**config.mk**
```make
export PLATFORM = sky130hd
export DESIGN_NAME = dc_charge_session_sequencer_core_flat
export DESIGN_NICKNAME = d
export VERILOG_FILES = /design/src/design/dcs_pkg.sv /design/src/design/dcs_in_if.sv /design/src/design/dcs_out_if.sv /design/src/design/dc_charge_session_sequencer_core.sv /design/src/flat_wrapper.sv
export SDC_FILE = /design/constraint.sdc
export NUM_CORES = 1
export LEC_CHECK = 0
export ABC_CLOCK_PERIOD_IN_PS = 2700
export BUFFER_PORTS_ARGS = -buffer_cell sky130_fd_sc_hd__buf_4
export CAP_MARGIN = 15
export CORE_MARGIN = 5
export CORE_UTILIZATION = 43
export DETAILED_ROUTE_END_ITERATION = 8
export PLACE_DENSITY = 0.75
export SYNTH_ARGS = -nofsm -noshare
export SYNTH_HDL_FRONTEND = slang
export SYNTH_SLANG_ARGS = --single-unit
```
**constraint.sdc**
```tcl
create_clock -name clk -period 2.7 [get_ports clk]
set_input_delay 0.54 -clock clk [delete_from_list [all_inputs] [get_ports clk]]
set_output_delay 0.54 -clock clk [all_outputs]
set_load 0.01 [all_outputs]
```
**src/design/dcs_pkg.sv**
```systemverilog
package dcs_pkg;

  typedef enum logic [3:0] {
    ST_IDLE  = 4'd0,
    ST_PLUG  = 4'd1,
    ST_HAND  = 4'd2,
    ST_LOCK  = 4'd3,
    ST_INSUL = 4'd4,
    ST_XFER  = 4'd5,
    ST_WIND  = 4'd6,
    ST_INHIB = 4'd7,
    ST_ERR   = 4'd8
  } session_state_t;

  typedef enum logic [3:0] {
    EV_PLUG_IN  = 4'd0,
    EV_PLUG_OUT = 4'd1,
    EV_BMS      = 4'd2,
    EV_INH_ON   = 4'd3,
    EV_INH_OFF  = 4'd4,
    EV_IN1_ON   = 4'd5,
    EV_IN1_OFF  = 4'd6,
    EV_IN2_ON   = 4'd7,
    EV_CAPS     = 4'd8,
    EV_STATUS   = 4'd9
  } event_t;

  typedef enum logic [1:0] {
    LINK_KEEP    = 2'd0,
    LINK_ENABLE  = 2'd1,
    LINK_DISABLE = 2'd2
  } link_cmd_t;

  typedef struct packed {
    logic [3:0] op;
    logic       battery_full;
    logic       station_voltage_ok;
    logic       params_complete;
    logic       station_fault;
    logic       connector_locked;
  } in_item_t;

  typedef struct packed {
    logic [3:0] session_state;
    logic       shutdown_pulse;
    logic       go_ahead_pulse;
    logic       contactor_permit_pulse;
    logic       session_reset_pulse;
    logic       station_reset_pulse;
    logic [1:0] link_tx_cmd;
    logic       recalc_current_pulse;
    logic       recalc_time_pulse;
    logic       ramp_down_pulse;
    logic       permit_out_off_pulse;
    logic       invalid_event;
  } out_item_t;

endpackage

```
**src/design/dcs_in_if.sv**
```systemverilog
interface dcs_in_if import dcs_pkg::*; ();
  logic     valid;
  logic     ready;
  in_item_t data;

  modport source (output valid, output data, input ready);
  modport sink (input valid, input data, output ready);
endinterface

```
**src/design/dcs_out_if.sv**
```systemverilog
interface dcs_out_if import dcs_pkg::*; ();
  logic      valid;
  logic      ready;
  out_item_t data;

  modport source (output valid, output data, input ready);
  modport sink (input valid, input data, output ready);
endinterface

```
**src/design/dc_charge_session_sequencer_core.sv**
```systemverilog
// An accepted event beat is held in the input register and then in the result register.
// Throughput: one event per cycle; the input register and the result register
// both advance whenever the result register is empty or being taken.
// The session state register is updated as each event leaves the input register.
// Reset (rst, synchronous): state returns to idle, both pipeline registers empty.
module dc_charge_session_sequencer_core import dcs_pkg::*; (
  input  logic      clk,
  input  logic      rst,
  dcs_in_if.sink    in_ch,
  dcs_out_if.source out_ch
);

  in_item_t       in_q;
  logic           in_vld;
  out_item_t      out_q;
  logic           out_vld;
  session_state_t state;
  session_state_t state_next;
  out_item_t      res;
  logic           adv_out;
  logic           fire;

  assign adv_out     = !out_vld || out_ch.ready;
  assign fire        = in_vld && adv_out;
  assign in_ch.ready = !in_vld || adv_out;
  assign out_ch.valid = out_vld;
  assign out_ch.data  = out_q;

  always_comb begin
    res        = '0;
    state_next = state;
    unique case (state)
      ST_IDLE: begin
        if (in_q.op == EV_PLUG_IN) state_next = ST_PLUG;
        else if (in_q.op == EV_BMS) begin
          if (in_q.battery_full) state_next = ST_INHIB;
        end
        else if (in_q.op == EV_INH_ON) state_next = ST_INHIB;
        else res.invalid_event = 1'b1;
      end
      ST_PLUG: begin
        if (in_q.op == EV_BMS) begin
          if (in_q.battery_full) state_next = ST_INHIB;
        end
        else if (in_q.op == EV_IN1_ON) begin
          res.station_reset_pulse = 1'b1;
          res.link_tx_cmd         = LINK_ENABLE;
          state_next              = ST_HAND;
        end
        else if (in_q.op == EV_PLUG_OUT) begin
          res.session_reset_pulse = 1'b1;
          state_next              = ST_IDLE;
        end
        else if (in_q.op == EV_INH_ON) state_next = ST_INHIB;
        else res.invalid_event = 1'b1;
      end
      ST_HAND: begin
        if (in_q.op == EV_IN1_OFF) begin
          res.shutdown_pulse = 1'b1;
          state_next         = ST_PLUG;
        end
        else if (in_q.op == EV_BMS) begin
          if (in_q.battery_full) begin
            res.shutdown_pulse = 1'b1;
            state_next         = ST_INHIB;
          end
        end
        else if (in_q.op == EV_CAPS) begin
          if (!in_q.station_voltage_ok) begin
            res.shutdown_pulse = 1'b1;
            state_next         = ST_ERR;
          end
          else if (in_q.params_complete) begin
            res.go_ahead_pulse = 1'b1;
            state_next         = ST_LOCK;
          end
        end
        else if (in_q.op == EV_STATUS) begin
          // station fault wins over parameters complete
          if (in_q.station_fault) begin
            res.link_tx_cmd = LINK_DISABLE;
            state_next      = ST_ERR;
          end
          else if (in_q.params_complete) begin
            res.go_ahead_pulse = 1'b1;
            state_next         = ST_LOCK;
          end
        end
        else if (in_q.op == EV_PLUG_OUT) begin
          res.session_reset_pulse = 1'b1;
          state_next              = ST_IDLE;
        end
        else if (in_q.op == EV_INH_ON) state_next = ST_INHIB;
        else res.invalid_event = 1'b1;
      end
      ST_LOCK: begin
        if (in_q.op == EV_IN1_OFF) begin
          res.shutdown_pulse = 1'b1;
          state_next         = ST_PLUG;
        end
        else if (in_q.op == EV_BMS) begin
          if (in_q.battery_full) begin
            res.shutdown_pulse = 1'b1;
            state_next         = ST_INHIB;
          end
        end
        else if (in_q.op == EV_CAPS) begin
          // accepted, no action
        end
        else if (in_q.op == EV_STATUS) begin
          if (in_q.station_fault) begin
            res.link_tx_cmd = LINK_DISABLE;
            state_next      = ST_ERR;
          end
          else if (in_q.connector_locked) state_next = ST_INSUL;
        end
        else if (in_q.op == EV_PLUG_OUT) begin
          res.shutdown_pulse      = 1'b1;
          res.session_reset_pulse = 1'b1;
          state_next              = ST_IDLE;
        end
        else if (in_q.op == EV_INH_ON) begin
          res.permit_out_off_pulse = 1'b1;
          state_next               = ST_INHIB;
        end
        else res.invalid_event = 1'b1;
      end
      ST_INSUL: begin
        if (in_q.op == EV_IN1_OFF) begin
          res.shutdown_pulse = 1'b1;
          state_next         = ST_PLUG;
        end
        else if (in_q.op == EV_BMS) begin
          if (in_q.battery_full) begin
            res.shutdown_pulse = 1'b1;
            state_next         = ST_INHIB;
          end
        end
        else if (in_q.op == EV_IN2_ON) begin
          res.contactor_permit_pulse = 1'b1;
          state_next                 = ST_XFER;
        end
        else if (in_q.op == EV_PLUG_OUT) begin
          res.session_reset_pulse = 1'b1;
          state_next              = ST_IDLE;
        end
        else if (in_q.op == EV_INH_ON) state_next = ST_INHIB;
        else res.invalid_event = 1'b1;
      end
      ST_XFER: begin
        if (in_q.op == EV_BMS) begin
          if (in_q.battery_full) begin
            res.shutdown_pulse = 1'b1;
            state_next         = ST_WIND;
          end
          else res.recalc_current_pulse = 1'b1;
        end
        else if (in_q.op == EV_PLUG_OUT) begin
          res.session_reset_pulse = 1'b1;
          state_next              = ST_IDLE;
        end
        else if (in_q.op == EV_CAPS) begin
          res.recalc_current_pulse = 1'b1;
          res.recalc_time_pulse    = 1'b1;
        end
        else if (in_q.op == EV_STATUS) begin
          if (in_q.station_fault) begin
            res.link_tx_cmd = LINK_DISABLE;
            state_next      = ST_ERR;
          end
        end
        else if (in_q.op == EV_INH_ON) state_next = ST_INHIB;
        else res.invalid_event = 1'b1;
      end
      ST_WIND: begin
        // no exit: keep ramping down on measurement beats
        if (in_q.op == EV_BMS || in_q.op == EV_CAPS || in_q.op == EV_STATUS)
          res.ramp_down_pulse = 1'b1;
        else if (in_q.op == EV_PLUG_OUT || in_q.op == EV_INH_ON) begin
          // accepted, no action
        end
        else res.invalid_event = 1'b1;
      end
      ST_INHIB: begin
        if (in_q.op != EV_BMS && in_q.op != EV_INH_OFF) res.invalid_event = 1'b1;
      end
      ST_ERR: begin
        if (in_q.op == EV_BMS) begin
          // accepted, no action
        end
        else if (in_q.op == EV_PLUG_OUT) begin
          res.session_reset_pulse = 1'b1;
          state_next              = ST_IDLE;
        end
        else res.invalid_event = 1'b1;
      end
      default: res.invalid_event = 1'b1;
    endcase
    res.session_state = state_next;
  end

  always_ff @(posedge clk) begin
    if (rst) begin
      in_vld  <= 1'b0;
      out_vld <= 1'b0;
      state   <= ST_IDLE;
    end else begin
      if (in_ch.ready) in_vld <= in_ch.valid;
      if (adv_out) out_vld <= in_vld;
      if (fire) state <= state_next;
    end
  end

  always_ff @(posedge clk) begin
    if (in_ch.valid && in_ch.ready) in_q <= in_ch.data;
    if (fire) out_q <= res;
  end

`ifndef SYNTHESIS
  a_state_tracks_result: assert property (@(posedge clk) disable iff (rst)
    fire |=> (out_q.session_state == state))
    else $error("result state differs from session state register");

  a_invalid_is_quiet: assert property (@(posedge clk) disable iff (rst)
    (out_vld && out_q.invalid_event) |->
      (!out_q.shutdown_pulse && !out_q.go_ahead_pulse && !out_q.contactor_permit_pulse &&
       !out_q.session_reset_pulse && !out_q.station_reset_pulse &&
       out_q.link_tx_cmd == LINK_KEEP && !out_q.recalc_current_pulse &&
       !out_q.recalc_time_pulse && !out_q.ramp_down_pulse && !out_q.permit_out_off_pulse))
    else $error("rejected event carries an action");

  a_contactor_into_xfer: assert property (@(posedge clk) disable iff (rst)
    (out_vld && out_q.contactor_permit_pulse) |-> (out_q.session_state == ST_XFER))
    else $error("contactor permit outside entry to energy transfer");

  a_go_ahead_into_lock: assert property (@(posedge clk) disable iff (rst)
    (out_vld && out_q.go_ahead_pulse) |-> (out_q.session_state == ST_LOCK))
    else $error("go-ahead outside entry to connector lock");

  a_stall_only_when_full: assert property (@(posedge clk) disable iff (rst)
    !in_ch.ready |-> (in_vld && out_vld && !out_ch.ready))
    else $error("input stalled while pipeline can advance");
`endif

endmodule

```
**src/flat_wrapper.sv**
```systemverilog
// flat-port wrapper written by rule: the top's interface ports become plain ports
module dc_charge_session_sequencer_core_flat import dcs_pkg::*;
  (clk, rst, in_ch_valid, in_ch_data, in_ch_ready, out_ch_valid, out_ch_data, out_ch_ready);
  dcs_in_if in_ch_i ();
  dcs_out_if out_ch_i ();
  input  logic clk;
  input  logic rst;
  input wire logic [$bits(in_ch_i.valid)-1:0] in_ch_valid;
  input wire logic [$bits(in_ch_i.data)-1:0] in_ch_data;
  output wire logic [$bits(in_ch_i.ready)-1:0] in_ch_ready;
  output wire logic [$bits(out_ch_i.valid)-1:0] out_ch_valid;
  output wire logic [$bits(out_ch_i.data)-1:0] out_ch_data;
  input wire logic [$bits(out_ch_i.ready)-1:0] out_ch_ready;
  assign in_ch_i.valid = in_ch_valid;
  assign in_ch_i.data = in_ch_data;
  assign in_ch_ready = in_ch_i.ready;
  assign out_ch_valid = out_ch_i.valid;
  assign out_ch_data = out_ch_i.data;
  assign out_ch_i.ready = out_ch_ready;
  dc_charge_session_sequencer_core u_core (.clk(clk), .rst(rst), .in_ch(in_ch_i), .out_ch(out_ch_i));
endmodule
```
==> impl_metrics.env <==
export IMPL_ys_seq_elements=31
export IMPL_ys_top_cells_by_area="edfxtp_1 (36%), dfxtp_1 (5.8%), nor2_1 (4.9%)"
export IMPL_synth_most_common_cell="nor2_1"
export IMPL_grt_overflow=0
export IMPL_cts_hold_buffers=0
export IMPL_drive_gt1_share_pct=21.5
export IMPL_drcViolationCount=0
export IMPL_worstPathMaxFanout=20
export IMPL_grt_max_degree=26
export IMPL_start_kind="flip-flop"
export IMPL_yosysUniqueCellTypes=56
export IMPL_gp_congestion=1.03
export IMPL_rsz0062_at_grt="false"
export IMPL_status="complete, no violations"
export IMPL_tightest_slew_ns=0.843
export IMPL_dr_pass1_iters=5
export IMPL_grt_pass1_vias=1811
export IMPL_dpl_cell_area_um2=2360
export IMPL_seq_area_frac_synth_pct=42.0
export IMPL_initial_core_util_pct=44.2
export IMPL_synth_async_reset_ratio_pct=0
export IMPL_drt_iter0_markers=343
export IMPL_post_synth_top_area_fraction_pct=36.2
export IMPL_place_ws_ns=0.395
export IMPL_avgRoutedWirePerCell_um=17.2
export IMPL_worstHoldPathType="in2reg"
export IMPL_synth_warnings=0
export IMPL_port_buffers=30
export IMPL_grt_antenna_before_repair=0
export IMPL_cts_root_buf="clkbuf_8"
export IMPL_worstSkewPairLatency_ns=0.28
export IMPL_final_cell_area_um2=2480
export IMPL_fmax_mhz=424
export IMPL_cts_resized=0
export IMPL_coreArea_um2=4690
export IMPL_hold_violations=0
export IMPL_layout_nets=277
export IMPL_area_delta_synth_final_pct=19.7
export IMPL_synth_fp_nets=250
export IMPL_regToRegSetupSlack_ns=0.34
export IMPL_finalSetupTns_ns=0
export IMPL_power_density_nw_per_um2=520
export IMPL_cts_tree="done"
export IMPL_pin_count=31
export IMPL_hold_ws_ns=0.428
export IMPL_r2r_start="u_core.in_q[8]$_DFFE_PP_"
export IMPL_power_leakage_uw=0.000886
export IMPL_n_antenna_cell=0
export IMPL_vias=2059
export IMPL_drt_vias_per_instance=6.45
export IMPL_min_from="in_ch_data[0]"
export IMPL_numCtsBuffers=5
export IMPL_syn_area_per_cell_um2=8.74
export IMPL_path_clk_slew_ns=0.07
export IMPL_num_fill_cells=451
export IMPL_fin_skew_ns=0.00524
export IMPL_fin_ws_ns=0.339
export IMPL_synth_ff_type="edfxtp_1"
export IMPL_synth_commonest_cells="nor2_1 (27), edfxtp_1 (25), nand2_1 (22)"
export IMPL_ant_nets=0
export IMPL_htreeDepth=2
export IMPL_fin_crit_sh_pct=87.5
export IMPL_grt_usage_pct=18.1
export IMPL_clockBufferDepth=2
export IMPL_die_area_um2=6310
export IMPL_grt_pass1_wl_um=8980
export IMPL_peakVddDrop_uv=277
export IMPL_rows=25
export IMPL_wirelength_um=5500
export IMPL_dpl_hpwl_um=3920
export IMPL_drv_cap=0
export IMPL_cts_sinks=31
export IMPL_die_h_um=79.4
export IMPL_synth_edf_count=25
export IMPL_syn_area_um2=2070
export IMPL_final_util_pct=52.9
export IMPL_cts_setup_buffers=0
export IMPL_worstPathRequired_ns=2.73
export IMPL_slew_viol_final=0
export IMPL_setup_viol=0
export IMPL_worst_ep_arrival_time_ns=2.39
export IMPL_relSlewSlack_pct=43.7
export IMPL_critPathKind="reg2reg"
export IMPL_end_kind="flip-flop"
export IMPL_synth_area_leader_cell="edfxtp_1"
export IMPL_die_w_um=79.4
export IMPL_synth_cells=237
export IMPL_min_period_ns=2.36
export IMPL_critPathLaunch="u_core.in_q[8]$_DFFE_PP_"
[metrics by stage]
step | cells | power [µW]
5_1_grt | 319 | 1350
2_1_floorplan | 237 | 737
3_5_place_dp | 311 | 821
6_report | 319 | 1290
3_3_place_gp | 311 | 816
4_1_cts | 319 | 1300
[layout by cell type, fill, tap and decap left out, types with 2 or more instances in the layout]
cell	Yosys	layout
buf_4	0	41
nor2_1	27	27
edfxtp_1	25	25
nand2_1	22	22
o21ai_0	19	19
a21oi_1	11	11
nor2b_1	11	10
nand2b_1	8	8
nand3_1	6	6
a31oi_1	6	6
clkbuf_8	0	6
dfxtp_1	6	6
a311oi_1	5	5
nor3_1	5	5
a211oi_1	4	4
o31ai_1	4	4
inv_1	3	3
nor4bb_1	3	3
or2_2	2	2
and2_1	2	2
nor4b_1	2	2
a221oi_1	2	2
a2bb2oi_1	2	2
o22ai_1	2	2
a2111oi_0	2	2
or3_1	2	2
nand4_1	2	2
a21o_1	2	2
a22oi_1	2	2
o211ai_1	2	2
nor4_1	2	2
and3_1	2	2
[final cells by class]
type	instances	area [µm²]	share of cell area, %
inverters	4	15.0	0.605
well taps	54	67.6	2.72
repair buffers	41	308	12.4
multi-input cells	181	1100	44.4
clock buffers	6	82.6	3.33
clock inverters	2	35.0	1.41
flip-flops and latches	31	871	35.1
[flip-flops by register name, indices dropped and copies added, names as in the netlist]
register,flops
u_core.in_vld,1
u_core.in_q,9
u_core.out_ch.valid,1
u_core.out_ch.data,16
u_core.state,4
[metal layers]
layer / GRT usage (%) / wire length, µm / vias up
li1: - / - / 958
met3: 4.51 / 594 / 22
met1: 24.7 / 2200 / 923
met4: 7.73 / 199 / 0
met5: 0 / 0 / -
met2: 27.4 / 2510 / 156
[worst paths after layout]
check,to,depth (start not counted)
worst max-delay path,u_core.out_ch.data[14]$_DFFE_PP_,5
worst min-delay path,u_core.in_q[0]$_DFFE_PP_,1
worst max register to register,u_core.out_ch.data[14]$_DFFE_PP_,5
worst min register to register,u_core.out_ch.valid$_SDFFE_PP0P_,2
[critical path, cell delays in order, from the launching register on]
cell and delay [ns]:
edfxtp_1 0.74, or4b_2 0.68, nand2_1 0.13, a211oi_1 0.06
a311oi_1 0.38, a2bb2oi_1 0.12
[where the power goes]
part | internal [µW] | total [µW] | switching, µW
combinational | 99.2 | 222 | 123
sequential | 548 | 594 | 46.8
clock | 298 | 473 | 175
[cell families (layout without fill, tap and decap cells)]
| family | after synthesis | count (layout) | share of synthesized area [%] |
|---|---|---|---|
| buffers and inverters | 25 | 53 | 4.95 |
| multiplexers | 1 | 1 | 0.483 |
| flip-flops | 31 | 31 | 42.0 |
| AND/OR/NAND/NOR | 107 | 107 | 28.4 |
| AO/OA/AOI/OAI | 73 | 73 | 24.1 |
(Power assumes the default switching activity.)
